<file path="config.mk">
export PLATFORM = sky130hd
export DESIGN_NAME = buddy_region_block_splitter
export DESIGN_NICKNAME = d
export VERILOG_FILES = /design/src/sv/brbs_pkg.sv /design/src/sv/buddy_region_block_splitter.sv /design/src/sv/brbs_front.sv /design/src/sv/brbs_queue.sv /design/src/sv/brbs_back.sv
export SDC_FILE = /design/constraint.sdc
export NUM_CORES = 2
export LEC_CHECK = 0
export ABC_CLOCK_PERIOD_IN_PS = 6000
export BUFFER_PORTS_ARGS = -buffer_cell sky130_fd_sc_hd__buf_2
export CAP_MARGIN = 25
export CORE_ASPECT_RATIO = 1.75
export CORE_MARGIN = 8
export CORE_UTILIZATION = 50
export DETAILED_ROUTE_END_ITERATION = 8
export GPL_TIMING_DRIVEN = 0
export PLACE_DENSITY = 0.78
export SLEW_MARGIN = 10
export SYNTH_ARGS = -nofsm -noshare
export SYNTH_HDL_FRONTEND = slang
export SYNTH_SLANG_ARGS = --single-unit
</file>
<file path="constraint.sdc">
create_clock -name clk -period 6 [get_ports clk]
set_clock_uncertainty 0.1 [all_clocks]
set_input_delay 1.2 -clock clk [delete_from_list [all_inputs] [get_ports clk]]
set_output_delay 1.2 -clock clk [all_outputs]
set_load 0.01 [all_outputs]
</file>
<file path="src/sv/brbs_pkg.sv">
// ----------------------------------------------------------------------------
// brbs_pkg
// Shared types and constants for the buddy region block splitter.
// ----------------------------------------------------------------------------
package brbs_pkg;

    localparam int PAGE_W     = 40;
    localparam int PAGES_W    = 20;
    localparam int ADDR_W     = 52;
    localparam int INDEX_W    = 40;
    localparam int ORDER_W    = 4;
    localparam int LOG_W      = 5;
    localparam int PAGE_SHIFT = 12;
    localparam int MAX_OUT    = 62;
    localparam int COUNT_W    = 6;
    localparam int QDEPTH     = 2;
    localparam int QPTR_W     = 1;
    localparam int QCNT_W     = 2;

    typedef struct packed {
        logic               skip;
        logic [PAGE_W-1:0]  page;
        logic [PAGES_W-1:0] pages;
        logic               final_region;
    } region_desc_t;

    typedef enum logic [0:0] {
        BACK_IDLE = 1'b0,
        BACK_RUN  = 1'b1
    } back_state_t;

endpackage

</file>
<file path="src/sv/buddy_region_block_splitter.sv">
// ----------------------------------------------------------------------------
// buddy_region_block_splitter
// Cuts memory-map regions into aligned buddy blocks and links free lists.
// ----------------------------------------------------------------------------
// A region is transferred when start is high and busy is low; up to two
// regions wait in a queue while the back end splits the current one. The
// back end produces one block per clock, up to 62 per region, once a region
// is loaded, and a skipped region gives a single result; the single order
// search and free-list head update per cycle sets that pace. Each result
// shows on the outputs for exactly one cycle with result_strobe high, and
// the receiver cannot stall it.
// ----------------------------------------------------------------------------
module buddy_region_block_splitter
#(
    parameter int ORDERS       = 16,
    parameter int ADDRESS_BITS = 52
)
(
    input  logic                          clk,
    input  logic                          rst_n,
    input  logic                          start,
    output logic                          busy,
    input  logic                          region_is_free,
    input  logic [brbs_pkg::PAGE_W-1:0]   region_start_page,
    input  logic [brbs_pkg::PAGES_W-1:0]  region_pages,
    input  logic                          is_final_region,
    output logic                          result_strobe,
    output logic                          block_valid,
    output logic [brbs_pkg::ORDER_W-1:0]  block_order,
    output logic [brbs_pkg::ADDR_W-1:0]   block_address,
    output logic [brbs_pkg::INDEX_W-1:0]  bitmap_index,
    output logic [brbs_pkg::ADDR_W-1:0]   previous_head,
    output logic                          last_of_region,
    output logic                          end_of_map
);

    brbs_pkg::region_desc_t  push_desc;
    brbs_pkg::region_desc_t  pop_desc;
    logic                    push;
    logic                    pop;
    logic                    queue_empty;
    logic                    queue_full;

    brbs_front u_front
    (
        .start             (start),
        .queue_full        (queue_full),
        .region_is_free    (region_is_free),
        .region_start_page (region_start_page),
        .region_pages      (region_pages),
        .is_final_region   (is_final_region),
        .busy              (busy),
        .push              (push),
        .desc              (push_desc)
    );

    brbs_queue u_queue
    (
        .clk       (clk),
        .rst_n     (rst_n),
        .push      (push),
        .push_desc (push_desc),
        .pop       (pop),
        .pop_desc  (pop_desc),
        .empty     (queue_empty),
        .full      (queue_full)
    );

    brbs_back
    #(
        .ORDERS       (ORDERS),
        .ADDRESS_BITS (ADDRESS_BITS)
    )
    u_back
    (
        .clk            (clk),
        .rst_n          (rst_n),
        .queue_empty    (queue_empty),
        .desc           (pop_desc),
        .pop            (pop),
        .result_strobe  (result_strobe),
        .block_valid    (block_valid),
        .block_order    (block_order),
        .block_address  (block_address),
        .bitmap_index   (bitmap_index),
        .previous_head  (previous_head),
        .last_of_region (last_of_region),
        .end_of_map     (end_of_map)
    );

    a_end_needs_last: assert property (@(posedge clk) disable iff (!rst_n)
        result_strobe && end_of_map |-> last_of_region)
        else $error("end_of_map without last_of_region");

    a_skip_shape: assert property (@(posedge clk) disable iff (!rst_n)
        result_strobe && !block_valid |->
            last_of_region && (block_order == '0) && (block_address == '0))
        else $error("skipped region result malformed");

    a_page_aligned: assert property (@(posedge clk) disable iff (!rst_n)
        result_strobe && block_valid |->
            (block_address[brbs_pkg::PAGE_SHIFT-1:0] == '0))
        else $error("block address not page aligned");

    a_link_chain: assert property (@(posedge clk) disable iff (!rst_n)
        result_strobe && block_valid ##1 result_strobe && block_valid &&
            (block_order == $past(block_order)) |->
            (previous_head == $past(block_address)))
        else $error("free-list link broken");

endmodule

</file>
<file path="src/sv/brbs_front.sv">
// ----------------------------------------------------------------------------
// brbs_front
// Accepts regions and classifies them into skip or split descriptors.
// ----------------------------------------------------------------------------
module brbs_front
(
    input  logic                          start,
    input  logic                          queue_full,
    input  logic                          region_is_free,
    input  logic [brbs_pkg::PAGE_W-1:0]   region_start_page,
    input  logic [brbs_pkg::PAGES_W-1:0]  region_pages,
    input  logic                          is_final_region,
    output logic                          busy,
    output logic                          push,
    output brbs_pkg::region_desc_t        desc
);

    assign busy = queue_full;
    assign push = start && !queue_full;

    always_comb
    begin
        desc.skip         = !region_is_free || (region_pages == '0);
        desc.page         = region_start_page;
        desc.pages        = region_pages;
        desc.final_region = is_final_region;
    end

endmodule

</file>
<file path="src/sv/brbs_queue.sv">
// ----------------------------------------------------------------------------
// brbs_queue
// Small descriptor queue between the front and back ends.
// ----------------------------------------------------------------------------
module brbs_queue
(
    input  logic                    clk,
    input  logic                    rst_n,
    input  logic                    push,
    input  brbs_pkg::region_desc_t  push_desc,
    input  logic                    pop,
    output brbs_pkg::region_desc_t  pop_desc,
    output logic                    empty,
    output logic                    full
);

    brbs_pkg::region_desc_t            entry_reg [brbs_pkg::QDEPTH];
    logic [brbs_pkg::QPTR_W-1:0]       wr_ptr_reg;
    logic [brbs_pkg::QPTR_W-1:0]       wr_ptr_next;
    logic [brbs_pkg::QPTR_W-1:0]       rd_ptr_reg;
    logic [brbs_pkg::QPTR_W-1:0]       rd_ptr_next;
    logic [brbs_pkg::QCNT_W-1:0]       count_reg;
    logic [brbs_pkg::QCNT_W-1:0]       count_next;
    logic                              do_push;
    logic                              do_pop;

    assign empty    = (count_reg == '0);
    assign full     = (count_reg == brbs_pkg::QCNT_W'(brbs_pkg::QDEPTH));
    assign do_push  = push && !full;
    assign do_pop   = pop && !empty;
    assign pop_desc = entry_reg[rd_ptr_reg];

    always_comb
    begin
        wr_ptr_next = do_push ? wr_ptr_reg + 1'b1 : wr_ptr_reg;
        rd_ptr_next = do_pop  ? rd_ptr_reg + 1'b1 : rd_ptr_reg;
        count_next  = count_reg;
        if (do_push && !do_pop)
        begin
            count_next = count_reg + 1'b1;
        end
        else if (do_pop && !do_push)
        begin
            count_next = count_reg - 1'b1;
        end
    end

    always_ff @(posedge clk or negedge rst_n)
    begin
        if (!rst_n)
        begin
            wr_ptr_reg <= '0;
            rd_ptr_reg <= '0;
            count_reg  <= '0;
        end
        else
        begin
            wr_ptr_reg <= wr_ptr_next;
            rd_ptr_reg <= rd_ptr_next;
            count_reg  <= count_next;
        end
    end

    always_ff @(posedge clk)
    begin
        if (do_push)
        begin
            entry_reg[wr_ptr_reg] <= push_desc;
        end
    end

endmodule

</file>
<file path="src/sv/brbs_back.sv">
// ----------------------------------------------------------------------------
// brbs_back
// Splits one region into aligned power-of-two blocks, one block per cycle,
// and keeps the free-list head of every order.
// ----------------------------------------------------------------------------
module brbs_back
#(
    parameter int ORDERS       = 16,
    parameter int ADDRESS_BITS = 52
)
(
    input  logic                          clk,
    input  logic                          rst_n,
    input  logic                          queue_empty,
    input  brbs_pkg::region_desc_t        desc,
    output logic                          pop,
    output logic                          result_strobe,
    output logic                          block_valid,
    output logic [brbs_pkg::ORDER_W-1:0]  block_order,
    output logic [brbs_pkg::ADDR_W-1:0]   block_address,
    output logic [brbs_pkg::INDEX_W-1:0]  bitmap_index,
    output logic [brbs_pkg::ADDR_W-1:0]   previous_head,
    output logic                          last_of_region,
    output logic                          end_of_map
);

    localparam int ORD_W = (ORDERS > 1) ? $clog2(ORDERS) : 1;
    localparam int PW    = brbs_pkg::PAGE_W + 1;
    localparam logic [brbs_pkg::ADDR_W-1:0] ADDR_MASK =
        (ADDRESS_BITS >= brbs_pkg::ADDR_W) ? {brbs_pkg::ADDR_W{1'b1}} :
        ((brbs_pkg::ADDR_W'(1) << ADDRESS_BITS) - brbs_pkg::ADDR_W'(1));

    brbs_pkg::back_state_t               state_reg;
    brbs_pkg::back_state_t               state_next;
    logic [PW-1:0]                       page_reg;
    logic [PW-1:0]                       page_next;
    logic [brbs_pkg::PAGES_W-1:0]        rem_reg;
    logic [brbs_pkg::PAGES_W-1:0]        rem_next;
    logic                                skip_reg;
    logic                                final_reg;
    logic [brbs_pkg::COUNT_W-1:0]        count_reg;
    logic [brbs_pkg::COUNT_W-1:0]        count_next;
    logic [brbs_pkg::ADDR_W-1:0]         head_reg [ORDERS];

    logic                                strobe_reg;
    logic                                valid_reg;
    logic [brbs_pkg::ORDER_W-1:0]        order_out_reg;
    logic [brbs_pkg::ADDR_W-1:0]         addr_reg;
    logic [brbs_pkg::INDEX_W-1:0]        index_reg;
    logic [brbs_pkg::ADDR_W-1:0]         prev_reg;
    logic                                last_reg;
    logic                                end_reg;

    logic [brbs_pkg::LOG_W-1:0]          align_cap;
    logic [brbs_pkg::LOG_W-1:0]          fit_log;
    logic [ORD_W-1:0]                    order;
    logic [PW-1:0]                       blk_pages;
    logic [brbs_pkg::ADDR_W-1:0]         blk_addr;
    logic                                blk_last;
    logic                                load;
    logic                                emit_block;
    logic                                emit_skip;
    logic                                finish;

    // alignment cap: lowest set bit of the page, limited to ORDERS-1
    always_comb
    begin
        align_cap = brbs_pkg::LOG_W'(ORDERS - 1);
        for (int i = ORDERS - 2; i >= 0; i--)
        begin
            if (page_reg[i])
            begin
                align_cap = brbs_pkg::LOG_W'(i);
            end
        end
    end

    // largest block that fits the remaining pages
    always_comb
    begin
        fit_log = '0;
        for (int i = 0; i < brbs_pkg::PAGES_W; i++)
        begin
            if (rem_reg[i])
            begin
                fit_log = brbs_pkg::LOG_W'(i);
            end
        end
    end

    always_comb
    begin
        order     = ORD_W'((fit_log < align_cap) ? fit_log : align_cap);
        blk_pages = PW'(1) << order;
        page_next = page_reg + blk_pages;
        rem_next  = rem_reg - blk_pages[brbs_pkg::PAGES_W-1:0];
        blk_addr  = {page_reg[brbs_pkg::PAGE_W-1:0], {brbs_pkg::PAGE_SHIFT{1'b0}}}
                    & ADDR_MASK;
        blk_last  = (rem_next == '0) ||
                    (count_reg == brbs_pkg::COUNT_W'(brbs_pkg::MAX_OUT - 1));
    end

    // next state
    always_comb
    begin
        state_next = state_reg;
        case (state_reg)
            brbs_pkg::BACK_IDLE:
            begin
                if (!queue_empty)
                begin
                    state_next = brbs_pkg::BACK_RUN;
                end
            end
            brbs_pkg::BACK_RUN:
            begin
                if (skip_reg || blk_last)
                begin
                    state_next = brbs_pkg::BACK_IDLE;
                end
            end
            default:
            begin
                state_next = brbs_pkg::BACK_IDLE;
            end
        endcase
    end

    // control outputs
    always_comb
    begin
        load       = 1'b0;
        emit_block = 1'b0;
        emit_skip  = 1'b0;
        finish     = 1'b0;
        case (state_reg)
            brbs_pkg::BACK_IDLE:
            begin
                load = !queue_empty;
            end
            brbs_pkg::BACK_RUN:
            begin
                emit_skip  = skip_reg;
                emit_block = !skip_reg;
                finish     = skip_reg || blk_last;
            end
            default:
            begin
                load = 1'b0;
            end
        endcase
    end

    assign pop        = load;
    assign count_next = load ? '0 : count_reg + 1'b1;

    always_ff @(posedge clk or negedge rst_n)
    begin
        if (!rst_n)
        begin
            state_reg  <= brbs_pkg::BACK_IDLE;
            strobe_reg <= 1'b0;
            count_reg  <= '0;
            for (int i = 0; i < ORDERS; i++)
            begin
                head_reg[i] <= '0;
            end
        end
        else
        begin
            state_reg  <= state_next;
            strobe_reg <= emit_block || emit_skip;
            if (load || emit_block)
            begin
                count_reg <= count_next;
            end
            if (emit_block)
            begin
                head_reg[order] <= blk_addr;
            end
        end
    end

    always_ff @(posedge clk)
    begin
        if (load)
        begin
            page_reg  <= {1'b0, desc.page};
            rem_reg   <= desc.pages;
            skip_reg  <= desc.skip;
            final_reg <= desc.final_region;
        end
        else if (emit_block)
        begin
            page_reg <= page_next;
            rem_reg  <= rem_next;
        end

        if (emit_skip)
        begin
            valid_reg     <= 1'b0;
            order_out_reg <= '0;
            addr_reg      <= '0;
            index_reg     <= '0;
            prev_reg      <= '0;
            last_reg      <= 1'b1;
            end_reg       <= final_reg;
        end
        else if (emit_block)
        begin
            valid_reg     <= 1'b1;
            order_out_reg <= brbs_pkg::ORDER_W'(order);
            addr_reg      <= blk_addr;
            index_reg     <= brbs_pkg::INDEX_W'(page_reg >> order);
            prev_reg      <= head_reg[order];
            last_reg      <= finish;
            end_reg       <= finish && final_reg;
        end
    end

    assign result_strobe  = strobe_reg;
    assign block_valid    = valid_reg;
    assign block_order    = order_out_reg;
    assign block_address  = addr_reg;
    assign bitmap_index   = index_reg;
    assign previous_head  = prev_reg;
    assign last_of_region = last_reg;
    assign end_of_map     = end_reg;

endmodule

</file>
# After elaboration in Yosys (flattened, before gate mapping)
# Memory sizes are Yosys's and may differ from the RTL's.
# Index checks and enable logic that the tools add are counted.
[op_classes]
n_reduce_logical = 24
muxes = 59
shift = 2
eq_ne = 2
n_addsub = 7
n_bitwise = 2
n_lt_le_gt_ge = 3
[ops]
columns = ["cell", "count"]
rows = [
  ["bitwise mux 832 bit", 1],
  ["binary-select mux 52 bit (select 4 bit)", 1],
  ["demux 52 bit (select 4 bit)", 1],
  ["two-way mux 52 bit", 3],
  ["two-way mux 5 bit", 18],
  ["two-way mux 40 bit", 2],
  ["adder 41 bit", 1],
  ["<< shifter 1 x 4 -> 41 bit, first input constant", 1],
  [">> shifter 41 x 4 -> 40 bit", 1],
  ["zero test 20 bit", 2],
  ["two-way mux 20 bit", 2],
  ["two-way mux 4 bit", 9],
  ["subtractor 20 bit", 1],
  ["two-way mux 1 bit", 12],
  ["two-way mux 3 bit", 4],
  ["two-way mux 2 bit", 4],
  ["logical AND 1 bit", 7],
  ["adder 6 x 1 -> 6 bit, second input constant", 1],
  ["equality test 6 bit, second input constant", 1],
  ["zero test 1 bit", 6],
  ["two-way mux 6 bit", 1],
  ["nonzero test 2 bit", 3],
  ["greater-or-equal comparator 5 bit, second input constant", 1],
  ["logical OR 1 bit", 5],
  ["other kinds (10)", 11],
]
[word_totals]
ram_bits = 124
mem_count = 1
input_bits = 65
wordCells = 134
output_inout_bits = 153
regBits = 1046
[memory_table]
columns = ["memory", "words", "word_bits", "read_ports", "rd_clocked_by_memory_dff", "wr", "line", "source"]
rows = [
  ["u_queue.entry_reg", 2, 62, 1, 0, 1, "brbs_queue.sv:17", "brbs_pkg::region_desc_t entry_reg [brbs_pkg::QDEPTH];"],
]

# Longest topological paths before layout
[depth]
word_depth = 30
ltp_mapped = 32
mapped_depth_nobuf = 27

# Cells and area by module
# Synthesis repeated with hierarchy kept, for this count alone.
[hier_totals]
hier_cells = 3282
hier_area_um2 = 45556.2
[modules_own_cells]
columns = ["module", "area_each_um2", "seq_area_each_um2", "cells_each", "instances"]
rows = [
  ["brbs_back", 40068.4, 20649.8, 2999, 1],
  ["brbs_queue", 4971.0, 3823.7, 212, 1],
  ["brbs_front", 516.7, 0.0, 71, 1],
]

# Worst setup path after synthesis
# OpenSTA, ideal clock, no wires.
[synth_path]
path_kind = "flip-flop to flip-flop"
from = "register u_back.page_reg[10]"
to = "register u_back.end_reg (netlist: u_back.end_of_map), data pin"
n_path_buf = 4
path_slack_ns = 0.093
period_less_slack_ns = 5.907
required_ns = 5.767
setup_time_ns = 0.133
arrival_time_ns = 5.674
path_stages_with_launch = 29
path_cell_list = "edfxtp_1 > clkbuf_1 > nor2_1 > o21ai_0 > a211oi_1 > nor3_1 > o31a_1 > inv_1 > ha_1 > a21o_1 > a2111oi_2 > o21ai_2 > o21ai_4 > mux2_4 > buf_6 > buf_6 > buf_4 > nor2_1 > nand2_1 > ha_1 > a21oi_1 > a21boi_1 > o31ai_1 > o21ai_1 > xor2_1 > or4b_1 > nor4b_1 > a31o_2 > and3_1"
[synth_via]
elab_chain_cells = 22
[synth_lines]
columns = ["element", "line", "source"]
rows = [
  ["from (decl)", "brbs_back.sv:35", "logic [PW-1:0] page_reg;"],
  ["from (signal assigned)", "brbs_back.sv:188", "page_reg <= {1'b0, desc.page};"],
  ["from (signal assigned)", "brbs_back.sv:195", "page_reg <= page_next;"],
  ["two-way mux 5 bit (*) (11 in a row)", "brbs_back.sv:71", "if (page_reg[i])"],
  ["less-than comparator 5 bit", "brbs_back.sv:93", "order = ORD_W'((fit_log < align_cap) ? fit_log : align_cap);"],
  ["two-way mux 4 bit (*)", "brbs_back.sv:93", ""],
  ["<< shifter 1 x 4 -> 41 bit (*)", "brbs_back.sv:94", "blk_pages = PW'(1) << order;"],
  ["subtractor 20 bit (*)", "brbs_back.sv:96", "rem_next = rem_reg - blk_pages[brbs_pkg::PAGES_W-1:0];"],
  ["zero test 20 bit (*)", "brbs_back.sv:99", "blk_last = (rem_next == '0) ||"],
  ["logical OR 1 bit (*)", "brbs_back.sv:99", ""],
  ["logical OR 1 bit (*)", "brbs_back.sv:145", "finish = skip_reg || blk_last;"],
  ["two-way mux 1 bit (*)", "brbs_back.sv:136", "case (state_reg)"],
  ["logical AND 1 bit (*)", "brbs_back.sv:217", "end_reg <= finish && final_reg;"],
  ["two-way mux 1 bit (*)", "brbs_back.sv:209", "else if (emit_block)"],
  ["two-way mux 1 bit (*)", "brbs_back.sv:199", "if (emit_skip)"],
  ["to (signal assigned)", "brbs_back.sv:207", "end_reg <= final_reg;"],
  ["to (signal assigned)", "brbs_back.sv:217", ""],
  ["to (decl)", "brbs_back.sv:52", "logic end_reg;"],
]
# Mark *: on every way between the ends. The rest lies on a longest branch, timed or not. The select of a mux whose other input is x is not followed.
# A chain may end at the register's enable or synchronous reset.

# Worst setup path in the final report
[layout_path]
from = "register u_back.page_reg[9]"
to = "register u_back.end_reg (netlist: u_back.end_of_map), data pin"
[layout_via]
elab_chain_cells = 21
[layout_lines]
columns = ["element", "line"]
rows = [
  ["two-way mux 5 bit (*) (10 in a row)", "brbs_back.sv:71"],
  ["less-than comparator 5 bit", "brbs_back.sv:93"],
  ["two-way mux 4 bit (*)", "brbs_back.sv:93"],
  ["<< shifter 1 x 4 -> 41 bit (*)", "brbs_back.sv:94"],
  ["subtractor 20 bit (*)", "brbs_back.sv:96"],
  ["zero test 20 bit (*)", "brbs_back.sv:99"],
  ["logical OR 1 bit (*)", "brbs_back.sv:99"],
  ["logical OR 1 bit (*)", "brbs_back.sv:145"],
  ["two-way mux 1 bit (*)", "brbs_back.sv:136"],
  ["logical AND 1 bit (*)", "brbs_back.sv:217"],
  ["two-way mux 1 bit (*)", "brbs_back.sv:209"],
  ["two-way mux 1 bit (*)", "brbs_back.sv:199"],
]
# Marks and branches as above.

==> flow_summary.toml <==
[detailed_routing]
drc = 0
drt-total-wl_um = 126000
dr.pass1.iters = 6
vias = 29200
wl_per_cell_um = 26.3
avgViaCountPerCell = 6.08
antenna_left = 0
drt_iter0_drc = 2585

[sta]
fmax_ghz = 0.161
relSlewSlack_pct = 20.9
setup_viol = 7
worst_slack_ns = -0.207
min_period_ns = 6.21
worst_slew_pin_slew_ns = 1.19
finalCritPeriodShare_pct = 103
drv_slew = 0
hold_viol_final = 0
fin_tns_setup_ns = -0.654
grt_setup_unrepaired = "true"

[critical_path]
rr_startpoint = "u_back.page_reg[9]"
critPathLaunchType = "register"
crit_fanout = 10
rr_worst_depth = 21
r2r_setup_slack_ns = -0.21
critPathKind = "reg -> reg"
cp.required_ns = 6.42
endpoint_kind = "register"
cp.arrival_ns = 6.62
timing.rr.end = "u_back.end_of_map"

[die]
die_x_um = 241
die-area_um2 = 98400
core_um2 = 87700
rows = 144
start_util_pct = 50.3
chipHeight_um = 409
ios = 218

[place]
dp_slack_ns = -2.27
io_buffer_count = 193
gp_congestion = 0.951
dp_cells = 4575
dp_hpwl_um = 89800

[clock_tree]
numCtsBuffers = 85
clockBufferDepth = 3
cts_sinks = 966
clock_latency_ns = 0.68
cts_root_buffer = "clkbuf_16"
clk_pin_slew_ns = 0.08
cts_tree = "yes"
htreeDepth = 3

[layout]
largest_register_ff_count = 640
synthToLayoutAreaGrowth_pct = 16.1
final_cells = 4798
final_nets = 3664
fill_cells = 6790
final_layout_size_suffix_gt1_share_pct = 39.4
final_core_utilization_pct = 58.4

[job]
maxCapViolations = 0

[logic_synthesis]
synth_top_cell_area_share_pct = 37.0
synth_seq_cells = 966
synth.yosys.seq_area_share_pct = 55.4
yosysMostFrequentCell = "dfrtp_1"
synth_area_leader_cell = "dfrtp_1"
synthDistinctLibCells = 75
synth_cells = 3182
syn_area_um2 = 44100
avgSynthCellArea_um2 = 13.9
synth_edf_count = 187
synthArstFlopShare_pct = 67.5
synthTopCellsByCount = "dfrtp_1 (652), mux2_2 (600), nand2_1 (203), edfxtp_1 (187), mux4_2 (163)"
synth_area_leaders = "dfrtp_1 (37%), mux2_2 (15%), edfxtp_1 (13%)"
yosysWarnings = 0
synthFlopType = "dfrtp_1"

[pwr]
power_density_nw_per_um2 = 563
finalPower_w = 0.0289
p_leak_nw = 22.8
peakVddDrop_uv = 471

[worst_hold_path]
hold_class = "reg -> reg"
hp-start = "u_back.block_address[18]"
min_path_cells = 1
min_to = "u_back.block_address[18]"

[global_routing]
grt_pass1_vias = 30900
antenna_found_initial = 3
track_usage_pct = 25.4
grt_max_degree = 109
grt_pass1_wl_um = 189000
gr-total-overflow = 0

[outcome]
violations = "setup timing"
status = "finished, violations left"
[area by class of cell]
class	count	area [um^2]	share of cell area (%)
Antenna cell	2	5.00	0.00977
Buffer	289	1480	2.90
Clock buffer	105	2330	4.56
Clock inverter	54	731	1.43
Inverter	48	180	0.352
Multi-Input combinational cell	1898	18800	36.7
Sequential cell	966	24500	47.8
Tap cell	1168	1460	2.85
Timing Repair Buffer	268	1750	3.42
[kinds of logic (layout without fill, tap and decap cells)]
logic type / Yosys count / after routing / share of synthesized area (%)
adder cells (fa/ha/maj): 43 / 43 / 1.25
AND/OR/NAND/NOR: 458 / 458 / 4.76
other: 1 / 26 / 0.00850
flip-flops: 966 / 966 / 55.4
AO/OA/AOI/OAI: 387 / 387 / 6.25
buffers and inverters: 341 / 764 / 3.62
multiplexers: 929 / 929 / 27.5
XOR/XNOR: 57 / 57 / 1.13
[timing repair]
action | in CTS | in global routing
setup buffers | 40 | 23
hold buffers | 0 | 0
setup endpoints to repair | 56 | 33
pin swaps | 34 | 34
resized for setup | 103 | 73
gates cloned | 0 | 2
[cell usage in the layout, fill, tap and decap left out, types with 9 or more instances in the layout]
cell type	Yosys	final
conb_1	1	24
nor2_1	75	57
xnor2_1	33	27
buf_2	91	278
nand2_1	203	190
nand3_1	67	64
buf_4	44	99
buf_1	9	9
buf_6	5	11
a21oi_1	64	61
a211oi_1	36	34
clkbuf_8	0	12
bufinv_16	0	16
clkbuf_1	144	147
nor2b_1	38	37
mux4_2	163	163
o21ai_0	54	48
clkinv_2	0	15
nor4_1	13	9
dfxtp_1	127	127
xor2_1	24	24
o21a_1	13	12
mux2i_1	128	126
nor2_4	0	17
dfrtp_1	652	652
mux2_1	35	35
inv_1	47	45
clkbuf_16	0	87
ha_1	41	31
a22oi_1	84	83
o2bb2ai_1	46	46
edfxtp_1	187	187
nand2_2	2	11
mux2_2	600	599
nor3_1	14	11
o221ai_1	30	30
[metal layers]
| layer | GRT usage, % | vias to the layer above | share of wire [%] |
|---|---|---|---|
| li1 | - | 12500 | - |
| met1 | 28.7 | 15000 | 35 |
| met2 | 43.5 | 1299 | 50 |
| met3 | 5.62 | 424 | 7.5 |
| met4 | 15.4 | 4 | 6.9 |
| met5 | 0 | - | 0.021 |
[power by group]
part	switching (W)	total (W)	internal, W	leakage, nW
sequential	0.00116	0.00990	0.00873	11.6
clock	0.00256	0.00605	0.00348	1.48
combinational	0.00761	0.0129	0.00529	9.80
[worst max-delay path by stage]
stage | from | to | slack (ns) | cells after the start
6_report | u_back.page_reg[9] | u_back.end_of_map | -0.21 | 21
5_1_grt | u_back.rem_reg[8] | u_back.state_reg | -0.46 | 23
4_1_cts | u_back.rem_reg[8] | u_back.end_of_map | -0.05 | 25
3_5_place_dp | u_back.page_reg[10] | u_back.page_reg[36] | -2.27 | 30
3_3_place_gp | rst_n | u_back.head_reg[397] | -10.02 | 1
2_1_floorplan | u_back.page_reg[10] | u_back.end_of_map | 0.09 | 28
[worst max-delay path: stages (launching register included)]
cell and delay, ns:
edfxtp_1 0.54, o41ai_2 0.42, nand2_2 0.14, ha_1 0.34
a21o_1 0.21, a2111oi_4 0.30, o21ai_2 0.15, o21ai_4 0.23
mux2_4 0.41, clkbuf_4 0.25, nor2_4 0.19, nand2_1 0.11
ha_1 0.45, a21oi_1 0.13, a21oi_1 0.21, o21ai_1 0.14
o21a_1 0.24, xnor2_1 0.16, or4b_4 0.57, nor4b_4 0.25
a31o_2 0.23, and3_4 0.23
[stage by stage]
stage / hold slack, ns / area, um^2
after floorplan: 0.345 / 44200
after detailed placement: 0.342 / 46900
after global routing: 0.375 / 51200
after global placement: 0.342 / 46700
after CTS: 0.362 / 50700
final: 0.357 / 51200
Note: power is estimated with default switching activity, not from simulation.
